[config.mk]
export PLATFORM = sky130hd
export DESIGN_NAME = padded_integer_formatter_flat
export DESIGN_NICKNAME = d
export VERILOG_FILES = /design/src/design/pif_pkg.sv /design/src/design/pif_ifs.sv /design/src/design/pif_front.sv /design/src/design/pif_queue.sv /design/src/design/pif_back.sv /design/src/design/padded_integer_formatter.sv /design/src/flat_wrapper.sv
export SDC_FILE = /design/constraint.sdc
export NUM_CORES = 1
export LEC_CHECK = 0
export BUFFER_PORTS_ARGS = -buffer_cell sky130_fd_sc_hd__buf_4
export CORE_ASPECT_RATIO = 0.9
export CORE_UTILIZATION = 65
export CTS_BUF_LIST = sky130_fd_sc_hd__clkbuf_4
export CTS_CLUSTER_DIAMETER = 120
export DETAILED_ROUTE_END_ITERATION = 10
export PLACE_DENSITY = 0.83
export SYNTH_ARGS = -nofsm -noshare
export SYNTH_HDL_FRONTEND = slang
export SYNTH_SLANG_ARGS = --single-unit
[constraint.sdc]
create_clock -name clk -period 18.4 [get_ports clk]
set_input_delay 1.84 -clock clk [delete_from_list [all_inputs] [get_ports clk]]
set_output_delay 1.84 -clock clk [all_outputs]
set_load 0.05 [all_outputs]
[src/design/pif_pkg.sv]
// Shared types, constants and a helper function of the padded integer formatter.
`default_nettype none

package pif_pkg;

  // Field widths of the input and result beats.
  localparam int VALUE_W  = 32;
  localparam int RADIX_W  = 5;
  localparam int FWIDTH_W = 6;
  localparam int FLAGS_W  = 5;
  localparam int CHAR_W   = 8;

  // Most characters one field may produce.
  localparam int OUT_LIMIT = 63;

  // Bit positions inside format_flags.
  localparam int FLAG_ZERO    = 0;
  localparam int FLAG_SIGNED  = 1;
  localparam int FLAG_PLUS    = 2;
  localparam int FLAG_LEFT    = 3;
  localparam int FLAG_CAPITAL = 4;

  // Sign character codes.
  localparam logic [1:0] SIGN_NONE  = 2'd0;
  localparam logic [1:0] SIGN_PLUS  = 2'd1;
  localparam logic [1:0] SIGN_MINUS = 2'd2;

  // Radix limits.
  localparam logic [RADIX_W-1:0] RADIX_MIN     = 5'd2;
  localparam logic [RADIX_W-1:0] RADIX_DEFAULT = 5'd10;
  localparam logic [RADIX_W-1:0] RADIX_MAX     = 5'd16;

  // ASCII codes.
  localparam logic [CHAR_W-1:0] CH_SPACE   = 8'h20;
  localparam logic [CHAR_W-1:0] CH_PLUS    = 8'h2B;
  localparam logic [CHAR_W-1:0] CH_MINUS   = 8'h2D;
  localparam logic [CHAR_W-1:0] CH_ZERO    = 8'h30;
  localparam logic [CHAR_W-1:0] CH_NINE    = 8'h39;
  localparam logic [CHAR_W-1:0] CH_UPPER_A = 8'h41;
  localparam logic [CHAR_W-1:0] CH_UPPER_F = 8'h46;
  localparam logic [CHAR_W-1:0] CH_LOWER_A = 8'h61;
  localparam logic [CHAR_W-1:0] CH_LOWER_F = 8'h66;

  // Classified job handed from the front end to the back end.
  typedef struct packed {
    logic [RADIX_W-1:0]  radix;
    logic [FWIDTH_W-1:0] width;
    logic [1:0]          sign;
    logic                zero_pad;
    logic                left;
    logic                capital;
  } job_t;

  // ASCII character of one digit in the chosen letter case.
  function automatic logic [CHAR_W-1:0] digit_char(input logic [3:0] d, input logic capital);
    logic [CHAR_W-1:0] base;
    if (d < 4'd10) begin
      digit_char = CH_ZERO + {4'd0, d};
    end else begin
      base = capital ? CH_UPPER_A : CH_LOWER_A;
      digit_char = base + {4'd0, d} - 8'd10;
    end
  endfunction

endpackage

`default_nettype wire

[src/design/pif_ifs.sv]
// Valid/ready channel interfaces for the input values and the output characters.
`default_nettype none

interface pif_in_if;
  logic                            valid;
  logic                            ready;
  logic [pif_pkg::VALUE_W-1:0]     value;
  logic [pif_pkg::RADIX_W-1:0]     radix;
  logic [pif_pkg::FWIDTH_W-1:0]    field_width;
  logic [pif_pkg::FLAGS_W-1:0]     format_flags;

  modport source (output valid, value, radix, field_width, format_flags, input ready);
  modport sink (input valid, value, radix, field_width, format_flags, output ready);
endinterface

interface pif_out_if;
  logic                          valid;
  logic                          ready;
  logic [pif_pkg::CHAR_W-1:0]    out_char;
  logic                          last_char;

  modport source (output valid, out_char, last_char, input ready);
  modport sink (input valid, out_char, last_char, output ready);
endinterface

`default_nettype wire

[src/design/pif_front.sv]
// Front end: accepts input beats, normalizes radix and width, resolves the sign.
`default_nettype none

module pif_front #(
  parameter int VALUE_BITS = 32,
  parameter int MAX_WIDTH  = 63
) (
  input  logic                  clk,
  input  logic                  rst_n,
  pif_in_if.sink                in_bus,
  output logic                  job_valid,
  input  logic                  job_ready,
  output pif_pkg::job_t         job,
  output logic [VALUE_BITS-1:0] job_mag
);

  logic                  vld_r;
  logic                  vld_nxt;
  pif_pkg::job_t         job_r;
  pif_pkg::job_t         job_nxt;
  logic [VALUE_BITS-1:0] mag_r;
  logic [VALUE_BITS-1:0] mag_nxt;
  logic [VALUE_BITS-1:0] val;
  logic                  neg;
  logic                  accept;

  assign in_bus.ready = !vld_r || job_ready;
  assign accept       = in_bus.valid && in_bus.ready;

  // Classify the incoming value: magnitude, sign, radix and width limits.
  always_comb begin
    val = VALUE_BITS'(in_bus.value);
    neg = in_bus.format_flags[pif_pkg::FLAG_SIGNED] && val[VALUE_BITS-1];
    mag_nxt = neg ? (~val + VALUE_BITS'(1)) : val;

    if (in_bus.radix < pif_pkg::RADIX_MIN) begin
      job_nxt.radix = pif_pkg::RADIX_DEFAULT;
    end else if (in_bus.radix > pif_pkg::RADIX_MAX) begin
      job_nxt.radix = pif_pkg::RADIX_MAX;
    end else begin
      job_nxt.radix = in_bus.radix;
    end

    if (in_bus.field_width > pif_pkg::FWIDTH_W'(MAX_WIDTH)) begin
      job_nxt.width = pif_pkg::FWIDTH_W'(MAX_WIDTH);
    end else begin
      job_nxt.width = in_bus.field_width;
    end

    if (neg) begin
      job_nxt.sign = pif_pkg::SIGN_MINUS;
    end else if (in_bus.format_flags[pif_pkg::FLAG_PLUS]) begin
      job_nxt.sign = pif_pkg::SIGN_PLUS;
    end else begin
      job_nxt.sign = pif_pkg::SIGN_NONE;
    end

    job_nxt.zero_pad = in_bus.format_flags[pif_pkg::FLAG_ZERO];
    job_nxt.left     = in_bus.format_flags[pif_pkg::FLAG_LEFT];
    job_nxt.capital  = in_bus.format_flags[pif_pkg::FLAG_CAPITAL];
  end

  // Output stage valid flag.
  always_comb begin
    if (accept) begin
      vld_nxt = 1'b1;
    end else if (job_ready) begin
      vld_nxt = 1'b0;
    end else begin
      vld_nxt = vld_r;
    end
  end

  always_ff @(posedge clk) begin
    if (!rst_n) begin
      vld_r <= 1'b0;
    end else begin
      vld_r <= vld_nxt;
    end
  end

  // Payload is captured on every accepted beat.
  always_ff @(posedge clk) begin
    if (accept) begin
      job_r <= job_nxt;
      mag_r <= mag_nxt;
    end
  end

  assign job_valid = vld_r;
  assign job       = job_r;
  assign job_mag   = mag_r;

endmodule

`default_nettype wire

[src/design/pif_queue.sv]
// Short job queue between the front end and the back end.
`default_nettype none

module pif_queue #(
  parameter int DATA_W = 8,
  parameter int DEPTH  = 2
) (
  input  logic              clk,
  input  logic              rst_n,
  input  logic              push_valid,
  output logic              push_ready,
  input  logic [DATA_W-1:0] push_data,
  output logic              pop_valid,
  input  logic              pop_ready,
  output logic [DATA_W-1:0] pop_data
);

  localparam int PTR_W = (DEPTH > 1) ? $clog2(DEPTH) : 1;
  localparam int CNT_W = $clog2(DEPTH + 1);

  logic [DATA_W-1:0] mem_r [DEPTH];
  logic [PTR_W-1:0]  wr_ptr_r;
  logic [PTR_W-1:0]  rd_ptr_r;
  logic [CNT_W-1:0]  count_r;
  logic [CNT_W-1:0]  count_nxt;
  logic              push;
  logic              pop;

  assign push_ready = count_r != CNT_W'(DEPTH);
  assign pop_valid  = count_r != '0;
  assign push       = push_valid && push_ready;
  assign pop        = pop_valid && pop_ready;
  assign pop_data   = mem_r[rd_ptr_r];

  // Occupancy follows pushes and pops.
  always_comb begin
    count_nxt = count_r;
    if (push && !pop) begin
      count_nxt = count_r + CNT_W'(1);
    end else if (pop && !push) begin
      count_nxt = count_r - CNT_W'(1);
    end
  end

  always_ff @(posedge clk) begin
    if (!rst_n) begin
      wr_ptr_r <= '0;
      rd_ptr_r <= '0;
      count_r  <= '0;
    end else begin
      count_r <= count_nxt;
      if (push) begin
        wr_ptr_r <= (wr_ptr_r == PTR_W'(DEPTH - 1)) ? '0 : wr_ptr_r + PTR_W'(1);
      end
      if (pop) begin
        rd_ptr_r <= (rd_ptr_r == PTR_W'(DEPTH - 1)) ? '0 : rd_ptr_r + PTR_W'(1);
      end
    end
  end

  // Entry storage.
  always_ff @(posedge clk) begin
    if (push) begin
      mem_r[wr_ptr_r] <= push_data;
    end
  end

endmodule

`default_nettype wire

[src/design/pif_back.sv]
// Back end: digit extraction by repeated division, field sizing and character output.
`default_nettype none

module pif_back #(
  parameter int VALUE_BITS  = 32,
  parameter int DIGIT_SLOTS = 32
) (
  input  logic                  clk,
  input  logic                  rst_n,
  input  logic                  job_valid,
  output logic                  job_ready,
  input  pif_pkg::job_t         job,
  input  logic [VALUE_BITS-1:0] job_mag,
  pif_out_if.source             out_bus
);

  localparam int STEPS  = (VALUE_BITS + 7) / 8;
  localparam int DW     = STEPS * 8;
  localparam int STEP_W = (STEPS > 1) ? $clog2(STEPS) : 1;
  localparam int CNT_W  = $clog2(DIGIT_SLOTS + 1);
  localparam int POS_W  = $clog2(DIGIT_SLOTS + pif_pkg::OUT_LIMIT + 2);

  localparam logic [1:0] ST_IDLE = 2'd0;
  localparam logic [1:0] ST_DIV  = 2'd1;
  localparam logic [1:0] ST_SIZE = 2'd2;
  localparam logic [1:0] ST_EMIT = 2'd3;

  logic [1:0]                  state_r;
  logic [1:0]                  state_nxt;
  pif_pkg::job_t               job_r;
  logic [DW-1:0]               q_r;
  logic [3:0]                  rem_r;
  logic [STEP_W-1:0]           step_r;
  logic [CNT_W-1:0]            cnt_r;
  logic [3:0]                  dig_r [DIGIT_SLOTS];
  logic [POS_W-1:0]            lead_r;
  logic [POS_W-1:0]            sign_end_r;
  logic [POS_W-1:0]            d0_r;
  logic [POS_W-1:0]            d1_r;
  logic [POS_W-1:0]            last_pos_r;
  logic [POS_W-1:0]            pos_r;
  logic                        out_valid_r;
  logic                        out_valid_nxt;
  logic [pif_pkg::CHAR_W-1:0]  out_char_r;
  logic                        out_last_r;

  logic [DW-1:0]               q_t;
  logic [3:0]                  rem_t;
  logic [4:0]                  acc;
  logic                        last_step;
  logic                        div_done;
  logic                        push;
  logic                        has_sign;
  logic [POS_W-1:0]            used;
  logic [POS_W-1:0]            wid;
  logic [POS_W-1:0]            pad;
  logic [POS_W-1:0]            lead;
  logic [POS_W-1:0]            zpad;
  logic [POS_W-1:0]            sign_end;
  logic [POS_W-1:0]            d0;
  logic [POS_W-1:0]            total;
  logic                        emit_go;
  logic                        pop;
  logic [pif_pkg::CHAR_W-1:0]  char_nxt;
  logic                        is_last;

  assign job_ready = state_r == ST_IDLE;

  // Eight bits of restoring division by the radix per cycle.
  always_comb begin
    q_t   = q_r;
    rem_t = rem_r;
    acc   = '0;
    for (int b = 0; b < 8; b++) begin
      acc = {rem_t, q_t[DW-1]};
      q_t = {q_t[DW-2:0], 1'b0};
      if (acc >= job_r.radix) begin
        acc    = acc - job_r.radix;
        q_t[0] = 1'b1;
      end
      rem_t = acc[3:0];
    end
  end

  assign last_step = step_r == STEP_W'(STEPS - 1);
  assign push      = (state_r == ST_DIV) && last_step;
  assign div_done  = push && ((q_t == '0) || (cnt_r == CNT_W'(DIGIT_SLOTS - 1)));

  // Field layout: leading spaces, sign, zeros, digits, trailing spaces.
  always_comb begin
    has_sign = job_r.sign != pif_pkg::SIGN_NONE;
    used     = POS_W'(cnt_r) + POS_W'(has_sign);
    wid      = POS_W'(job_r.width);
    pad      = (wid > used) ? wid - used : '0;
    lead     = (!job_r.zero_pad && !job_r.left) ? pad : '0;
    zpad     = (job_r.zero_pad && !job_r.left) ? pad : '0;
    sign_end = lead + POS_W'(has_sign);
    d0       = sign_end + zpad;
    total    = used + pad;
    if (total > POS_W'(pif_pkg::OUT_LIMIT)) begin
      total = POS_W'(pif_pkg::OUT_LIMIT);
    end
  end

  // Character at the current field position.
  assign emit_go = (state_r == ST_EMIT) && (!out_valid_r || out_bus.ready);
  assign is_last = pos_r == last_pos_r;

  always_comb begin
    pop = 1'b0;
    if (pos_r < lead_r) begin
      char_nxt = pif_pkg::CH_SPACE;
    end else if (pos_r < sign_end_r) begin
      char_nxt = (job_r.sign == pif_pkg::SIGN_MINUS) ? pif_pkg::CH_MINUS : pif_pkg::CH_PLUS;
    end else if (pos_r < d0_r) begin
      char_nxt = pif_pkg::CH_ZERO;
    end else if (pos_r < d1_r) begin
      char_nxt = pif_pkg::digit_char(dig_r[0], job_r.capital);
      pop      = emit_go;
    end else begin
      char_nxt = pif_pkg::CH_SPACE;
    end
  end

  // Sequencer.
  always_comb begin
    state_nxt = state_r;
    case (state_r)
      ST_IDLE: begin
        if (job_valid) begin
          state_nxt = ST_DIV;
        end
      end
      ST_DIV: begin
        if (div_done) begin
          state_nxt = ST_SIZE;
        end
      end
      ST_SIZE: begin
        state_nxt = ST_EMIT;
      end
      ST_EMIT: begin
        if (emit_go && is_last) begin
          state_nxt = ST_IDLE;
        end
      end
      default: begin
        state_nxt = ST_IDLE;
      end
    endcase
  end

  always_comb begin
    if (emit_go) begin
      out_valid_nxt = 1'b1;
    end else if (out_bus.ready) begin
      out_valid_nxt = 1'b0;
    end else begin
      out_valid_nxt = out_valid_r;
    end
  end

  always_ff @(posedge clk) begin
    if (!rst_n) begin
      state_r     <= ST_IDLE;
      out_valid_r <= 1'b0;
    end else begin
      state_r     <= state_nxt;
      out_valid_r <= out_valid_nxt;
    end
  end

  // Division datapath and digit count.
  always_ff @(posedge clk) begin
    if (state_r == ST_IDLE && job_valid) begin
      job_r  <= job;
      q_r    <= DW'(job_mag);
      rem_r  <= '0;
      step_r <= '0;
      cnt_r  <= '0;
    end else if (state_r == ST_DIV) begin
      q_r <= q_t;
      if (last_step) begin
        rem_r  <= '0;
        step_r <= '0;
        cnt_r  <= cnt_r + CNT_W'(1);
      end else begin
        rem_r  <= rem_t;
        step_r <= step_r + STEP_W'(1);
      end
    end
  end

  // Digit stack: least significant digit pushed first, most significant popped first.
  always_ff @(posedge clk) begin
    if (push) begin
      dig_r[0] <= rem_t;
      for (int i = 1; i < DIGIT_SLOTS; i++) begin
        dig_r[i] <= dig_r[i-1];
      end
    end else if (pop) begin
      for (int i = 0; i < DIGIT_SLOTS - 1; i++) begin
        dig_r[i] <= dig_r[i+1];
      end
    end
  end

  // Layout boundaries and position counter.
  always_ff @(posedge clk) begin
    if (state_r == ST_SIZE) begin
      lead_r     <= lead;
      sign_end_r <= sign_end;
      d0_r       <= d0;
      d1_r       <= d0 + POS_W'(cnt_r);
      last_pos_r <= total - POS_W'(1);
      pos_r      <= '0;
    end else if (emit_go) begin
      pos_r <= pos_r + POS_W'(1);
    end
  end

  // Output register.
  always_ff @(posedge clk) begin
    if (emit_go) begin
      out_char_r <= char_nxt;
      out_last_r <= is_last;
    end
  end

  assign out_bus.valid     = out_valid_r;
  assign out_bus.out_char  = out_char_r;
  assign out_bus.last_char = out_last_r;

endmodule

`default_nettype wire

[src/design/padded_integer_formatter.sv]
// Path: a value beat is registered in the front end, held in the queue and taken by an idle
// back end, which extracts the digits with a byte-per-cycle divider, sizes the field in ST_SIZE
// and emits it through the single character output register. The back end takes no new value
// until the last character of its field has been emitted.
// The front end and a two-entry queue take further values while the back end works.
// Reset: rst_n is synchronous, active low, and clears all handshake and sequencer state.
`default_nettype none

module padded_integer_formatter #(
  parameter int VALUE_BITS  = 32,
  parameter int DIGIT_SLOTS = 32,
  parameter int MAX_WIDTH   = 63
) (
  input  logic       clk,
  input  logic       rst_n,
  pif_in_if.sink     in_bus,
  pif_out_if.source  out_bus
);

  localparam int JOB_W = $bits(pif_pkg::job_t);
  localparam int Q_W   = VALUE_BITS + JOB_W;

  logic                  f_valid;
  logic                  f_ready;
  pif_pkg::job_t         f_job;
  logic [VALUE_BITS-1:0] f_mag;
  logic                  b_valid;
  logic                  b_ready;
  logic [Q_W-1:0]        b_data;
  pif_pkg::job_t         b_job;
  logic [VALUE_BITS-1:0] b_mag;

  // Accept and classify.
  pif_front #(
    .VALUE_BITS (VALUE_BITS),
    .MAX_WIDTH  (MAX_WIDTH)
  ) u_front (
    .clk       (clk),
    .rst_n     (rst_n),
    .in_bus    (in_bus),
    .job_valid (f_valid),
    .job_ready (f_ready),
    .job       (f_job),
    .job_mag   (f_mag)
  );

  // Decouple the two halves.
  pif_queue #(
    .DATA_W (Q_W),
    .DEPTH  (2)
  ) u_queue (
    .clk        (clk),
    .rst_n      (rst_n),
    .push_valid (f_valid),
    .push_ready (f_ready),
    .push_data  ({f_mag, f_job}),
    .pop_valid  (b_valid),
    .pop_ready  (b_ready),
    .pop_data   (b_data)
  );

  assign b_job = b_data[JOB_W-1:0];
  assign b_mag = b_data[Q_W-1:JOB_W];

  // Digits and characters.
  pif_back #(
    .VALUE_BITS  (VALUE_BITS),
    .DIGIT_SLOTS (DIGIT_SLOTS)
  ) u_back (
    .clk       (clk),
    .rst_n     (rst_n),
    .job_valid (b_valid),
    .job_ready (b_ready),
    .job       (b_job),
    .job_mag   (b_mag),
    .out_bus   (out_bus)
  );

endmodule

`default_nettype wire

[src/flat_wrapper.sv]
// flat-port wrapper written by rule: the top's interface ports become plain ports
module padded_integer_formatter_flat 
#(
  parameter int VALUE_BITS  = 32,
  parameter int DIGIT_SLOTS = 32,
  parameter int MAX_WIDTH   = 63
)
  (clk, rst_n, in_bus_valid, in_bus_value, in_bus_radix, in_bus_field_width, in_bus_format_flags, in_bus_ready, out_bus_valid, out_bus_out_char, out_bus_last_char, out_bus_ready);
  pif_in_if in_bus_i ();
  pif_out_if out_bus_i ();
  input  logic clk;
  input  logic rst_n;
  input wire logic [$bits(in_bus_i.valid)-1:0] in_bus_valid;
  input wire logic [$bits(in_bus_i.value)-1:0] in_bus_value;
  input wire logic [$bits(in_bus_i.radix)-1:0] in_bus_radix;
  input wire logic [$bits(in_bus_i.field_width)-1:0] in_bus_field_width;
  input wire logic [$bits(in_bus_i.format_flags)-1:0] in_bus_format_flags;
  output wire logic [$bits(in_bus_i.ready)-1:0] in_bus_ready;
  output wire logic [$bits(out_bus_i.valid)-1:0] out_bus_valid;
  output wire logic [$bits(out_bus_i.out_char)-1:0] out_bus_out_char;
  output wire logic [$bits(out_bus_i.last_char)-1:0] out_bus_last_char;
  input wire logic [$bits(out_bus_i.ready)-1:0] out_bus_ready;
  assign in_bus_i.valid = in_bus_valid;
  assign in_bus_i.value = in_bus_value;
  assign in_bus_i.radix = in_bus_radix;
  assign in_bus_i.field_width = in_bus_field_width;
  assign in_bus_i.format_flags = in_bus_format_flags;
  assign in_bus_ready = in_bus_i.ready;
  assign out_bus_valid = out_bus_i.valid;
  assign out_bus_out_char = out_bus_i.out_char;
  assign out_bus_last_char = out_bus_i.last_char;
  assign out_bus_i.ready = out_bus_ready;
  padded_integer_formatter #(.VALUE_BITS(VALUE_BITS), .DIGIT_SLOTS(DIGIT_SLOTS), .MAX_WIDTH(MAX_WIDTH)) u_core (.clk(clk), .rst_n(rst_n), .in_bus(in_bus_i), .out_bus(out_bus_i));
endmodule
=== Word level (Yosys, flattened, before mapping) ===
Memories as Yosys holds them, arrays and structs flattened. A register that Yosys moved wholly into a read port is not among the register bits.
Cells that the tools add are included.

* Add/sub/neg operators: 26
* Multipliers: 0
* Divide/modulo/power cells: 0
* Magnitude comparators: 18
* Equality and inequality tests: 11
* Shift-type cells: 0
* Mux-type cells: 89
* Bitwise logic cells: 32
* Reductions and logical operators: 32

{| class="wikitable"
|+ Operator list
! kind !! number
|-
| $mux 4 || 40
|-
| $mux 32 || 3
|-
| $ge 5x5->1 || 8
|-
| $add 32x1->32 const B || 1
|-
| $logic_not 32->1 || 1
|-
| $mux 8 || 4
|-
| $not 32->32 || 1
|-
| $sub 4x4->4 || 8
|-
| $or 1x1->1 || 31
|-
| $lt 7x7->1 || 4
|-
| $mux 1 || 28
|-
| $mux 7 || 4
|-
| $add 7x7->7 || 2
|-
| $logic_and 1x1->1 || 12
|-
| $mux 2 || 6
|-
| $reduce_bool 2->1 || 6
|-
| $add 7x4->8 || 1
|-
| $eq 2x2->1 const B || 4
|-
| $pmux 2 s4 || 1
|-
| $sub 8x4->8 const B || 1
|-
| $add 6x1->7 || 1
|-
| $add 6x4->7 const A || 1
|-
| $add 7x1->7 || 1
|-
| $add 7x1->7 const B || 1
|-
| other kinds (27) || 38
|}

* Flip-flop bits (word level): 167
* Bits in latches: 0
* Memory bits (writable): 224
* Memory bits (read-only): 0
* Output and inout bits: 11
* Memories kept: 2

{| class="wikitable"
|+ Memory list
! name !! depth !! bits a word !! read ports !! clocked after Yosys merged registers in !! write ports !! line !! text
|-
| u_core.u_back.dig_r || 32 || 4 || 32 || 0 || 32 || pif_back.sv:35 || <nowiki>logic [3:0] dig_r [DIGIT_SLOTS];</nowiki>
|-
| u_core.u_queue.mem_r || 2 || 48 || 1 || 1 || 1 || pif_queue.sv:21 || <nowiki>logic [DATA_W-1:0] mem_r [DEPTH];</nowiki>
|}

=== Longest topological paths before layout ===
* Word-level depth: 21
* Depth in mapped cells: 51
* Gate-level depth less buffers: 50

=== Cells and area by module ===
From an unflattened synthesis, not the netlist that was laid out.

* Cell total of the unflattened synthesis: 1580
* Area, all modules: 19917.9 µm²

{| class="wikitable"
|+ Modules (own cells, without submodules)
! module !! times used !! cells an instance !! area an instance (µm²) !! seq. area each (µm²)
|-
| pif_back || 1 || 1230 || 13867.0 || 7016.7
|-
| pif_queue || 1 || 173 || 3706.1 || 2982.9
|-
| pif_front || 1 || 177 || 2344.7 || 1461.4
|}

=== Least setup slack after synthesis ===
OpenSTA, ideal clock, no wires.

* Path kind: input to register
* From: in out_bus_ready
* To: mem u_core.u_back.dig_r[0][0] (enable)
* Setup time: 778 ps
* Data arrival time: 10982 ps
* Data required time: 17622 ps
* Slack: 6640 ps
* Cell stages on the path: 5
* Cells stage by stage: nor2b_1 nor2b_1 buf_2 inv_1 o21ai_0

{| class="wikitable"
|+ RTL lines
! item !! line !! text
|-
| start: declaration || flat_wrapper.sv:22 || <nowiki>input wire logic [$bits(out_bus_i.ready)-1:0] out_bus_ready;</nowiki>
|-
| end: declaration || pif_back.sv:35 ||
|}

==> impl_metrics.py <==
metrics = {
    "grt": {
        "grt_usage_pct": 24.5,
        "antenna_found_initial": 1,
        "grt-ovfl-total": 0,
        "grt_max_degree": 98,
        "grt_pass1_wl_um": 59300,
        "grt_pass1_vias": 12000,
    },
    "layout": {
        "fin_area_mm2": 0.0215,
        "layout.cells.non_filler": 2094,
        "final_nets": 1804,
        "num-fill-cells": 1964,
        "area_growth_pct": 9.73,
        "drive_gt1_share_pct": 20.4,
    },
    "job": {
        "cap_violations": 0,
    },
    "setup_path": {
        "startpoint_type": "flop",
        "crit_arrival_ps": 13900,
        "critical-path-top-delay-family": "compound AO/OA/AOI/OAI gates",
        "critPathLaunch": "u_core.u_back.job_r[12]$_DFFE_PP_",
        "max_stage_delay_ps": 750,
        "crit_fanout": 13,
        "path_class": "flop to flop",
        "r2r_cells": 45,
        "critPathRequiredTime_ps": 18900,
        "crit_top_cell": "ha_1",
        "reg2reg_to": "u_core.u_back.dig_r[0][1]$_DFFE_PP_",
        "r2r_slack_ps": 5000,
        "end_kind": "flop",
        "slowest_stage": "a31oi_1",
        "crit_buf_inv": 4,
        "r2r-start": "u_core.u_back.job_r[12]$_DFFE_PP_",
    },
    "placement": {
        "port_buffers": 61,
        "dp_hpwl_um": 24600,
        "routabilityCongestion": 0.901,
        "dp_cells": 1936,
        "dpl-instance-area_mm2": 0.0203,
    },
    "clock_tree": {
        "numCtsBuffers": 95,
        "clock_latency_ps": 760,
        "clk_transition_reported_paths_ps": 70,
        "cts_root_buf": "clkbuf_4",
        "holdBufCountCts": 0,
        "clockBufferDepth": 3,
        "htreeDepth": 3,
        "ctsResizeCount": 0,
        "cts_setup_buffers": 0,
        "cts_sinks": 391,
        "cts_tree": "done",
    },
    "sta": {
        "slew_viol_final": 0,
        "fin_crit_sh_pct": 72.8,
        "max_freq_mhz": 74.7,
        "skew_ps": 49.4,
        "min_period_ps": 13400,
        "final-setup-viol-count": 0,
        "worst_slew_pin_slew_ps": 1190,
        "slew-limit-headroom_pct": 20.5,
        "tns_ps": 0,
        "rsz0062_at_grt": "false",
        "hold_viol": 0,
    },
    "synth": {
        "synth_seq_cells": 391,
        "synth_compound_area_share_pct": 7.13,
        "synthCells": 1523,
        "synth_top_family_by_area": "simple AND/OR/NAND/NOR gates",
        "synth_top_area_share_pct": 55.6,
        "yosys.area.top_type": "edfxtp_1",
        "syn_nets": 1690,
        "synth_flop_cell": "edfxtp_1",
        "synthSimpleGateAreaFrac_pct": 10.0,
        "avgSynthCellArea_um2": 12.9,
        "ys_top_cells_by_area": "edfxtp_1 (56%), ha_1 (6.6%), mux2_4 (5.4%)",
        "synth-xor-area-share_pct": 3.97,
        "ys_types": 69,
        "ys_warn_count": 0,
        "seq_area_frac_synth_pct": 58.4,
        "synth_edf_count": 363,
        "synth-adder-area-share_pct": 7.79,
        "ys_async_sr_fraction_pct": 0,
        "synth_area_mm2": 0.0196,
        "synth.area.mux_share_pct": 9.19,
    },
    "drt": {
        "vias": 11900,
        "drc": 0,
        "wirelength_um": 36500,
        "route.detailed.wl_per_inst_um": 17.4,
        "drt-initial-drc-count": 671,
        "first_pass_iters": 5,
        "ant_nets": 0,
        "via_per_inst": 5.70,
    },
    "floorplan": {
        "rows": 59,
        "dieArea_mm2": 0.0309,
        "die_w_um": 185,
        "io_pins": 63,
        "die_h_um": 167,
        "start_util_pct": 66.9,
        "design.core.area_mm2": 0.0293,
    },
    "min_path": {
        "hold_path_end": "u_core.u_queue.mem_r[0][10]$_DFFE_PP_",
        "hold_path_depth": 0,
        "hp-start": "u_core.u_front.job[10]$_SDFFCE_PN1P_",
        "worst_hold_path_type": "flop to flop",
    },
    "status": {
        "status": "complete, no violations",
    },
}
worst max-delay path by stage:
| stage | end | slack [ps] | cells past startpoint |
|---|---|---|---|
| after floorplan | u_core.u_back.dig_r[0][0]$_DFFE_PP_ | 6640 | 5 |
| after global placement | u_core.u_back.dig_r[0][1]$_DFFE_PP_ | 5720 | 45 |
| after detailed placement | u_core.u_back.dig_r[0][1]$_DFFE_PP_ | 5190 | 45 |
| after CTS | u_core.u_back.dig_r[0][1]$_DFFE_PP_ | 5150 | 45 |
| after global routing | u_core.u_back.dig_r[0][1]$_DFFE_PP_ | 4200 | 45 |
| final | u_core.u_back.dig_r[0][1]$_DFFE_PP_ | 5000 | 45 |
cell usage after synthesis, drive strengths merged, types with 9 or more instances:
master	n
xnor2	40
clkbuf	35
nand2b	17
nor3	16
o21ai	67
inv	87
buf	19
o21a	10
a211oi	18
a31oi	10
mux2i	38
nand4	15
nor4	11
ha	103
dfxtp	28
xor2	49
edfxtp	363
a21o	11
and2	9
nor2	78
mux2	103
fa	12
or3	9
a21oi	56
nor2b	21
nand2	226
placed cells by master, fill, tap and decap left out, drive strengths merged, types with 6 or more instances in the layout:
cell,netlist,routed
a211oi,18,18
a21o,11,11
a21oi,56,56
a31oi,10,10
and2,9,9
buf,19,71
clkbuf,35,136
clkinv,0,16
dfxtp,28,28
edfxtp,363,363
fa,12,12
ha,103,103
inv,87,87
mux2,103,103
mux2i,38,38
nand2,226,226
nand2b,17,17
nand3,8,8
nand4,15,15
nor2,78,78
nor2b,21,21
nor3,16,16
nor3b,6,6
nor4,11,11
o21a,10,10
o21ai,67,67
o31a,7,7
or3,9,9
xnor2,40,40
xor2,49,49
flip-flops by register name, indices dropped and copies added (netlist names), 4 cells and up, named ones only:
name	count
u_core.u_back.job_r	16
u_core.u_back.out_bus.out_char	7
u_core.u_back.dig_r	128
u_core.u_back.pos_r	7
u_core.u_back.lead_r	7
u_core.u_queue.mem_r	96
u_core.u_front.job	16
u_core.u_back.sign_end_r	7
u_core.u_back.q_r	32
u_core.u_back.rem_r	4
u_core.u_front.job_mag	32
u_core.u_back.last_pos_r	7
u_core.u_back.d0_r	7
u_core.u_back.cnt_r	6
u_core.u_back.d1_r	7
through the flow:
step / utilization, % / hold WS, ps / setup slack [ps]
3_5_place_dp: 69.4 / 431 / 5190
5_1_grt: 73.5 / 444 / 4200
4_1_cts: 73.4 / 428 / 5150
3_3_place_gp: 69.4 / 424 / 5720
6_report: 73.5 / 431 / 5000
2_1_floorplan: - / 421 / 6640
layer usage:
| layer | vias up | routed length, um | part of all wire (%) | track usage (%) |
|---|---|---|---|---|
| li1 | 5791 | - | - | - |
| met1 | 5740 | 16500 | 45 | 33.3 |
| met3 | 81 | 1770 | 4.8 | 4.42 |
| met5 | - | 0 | 0 | 0 |
| met2 | 334 | 17300 | 47 | 39.2 |
| met4 | 0 | 952 | 2.6 | 9.74 |
area by class of cell:
class,instances,area [um2],area share (%)
Multi-Input combinational cell,991,7520,34.9
Tap cell,396,495,2.30
Antenna cell,1,2.50,0.0116
Sequential cell,391,11500,53.2
Clock inverter,21,166,0.773
Inverter,87,327,1.52
Clock buffer,136,1020,4.74
Timing Repair Buffer,71,533,2.48
cells by family (layout without fill, tap and decap cells):
kind of cell	count (synthesis)	after routing
adder cells (fa/ha/maj)	115	115
flip-flops	391	391
AO/OA/AOI/OAI	211	211
buffers and inverters	141	315
XOR/XNOR	89	89
multiplexers	141	141
AND/OR/NAND/NOR	434	434
other	1	2
Power is left out: the tool's default activity adds up to more than one toggle a clock period on the data nets, which glitch-free logic cannot reach.
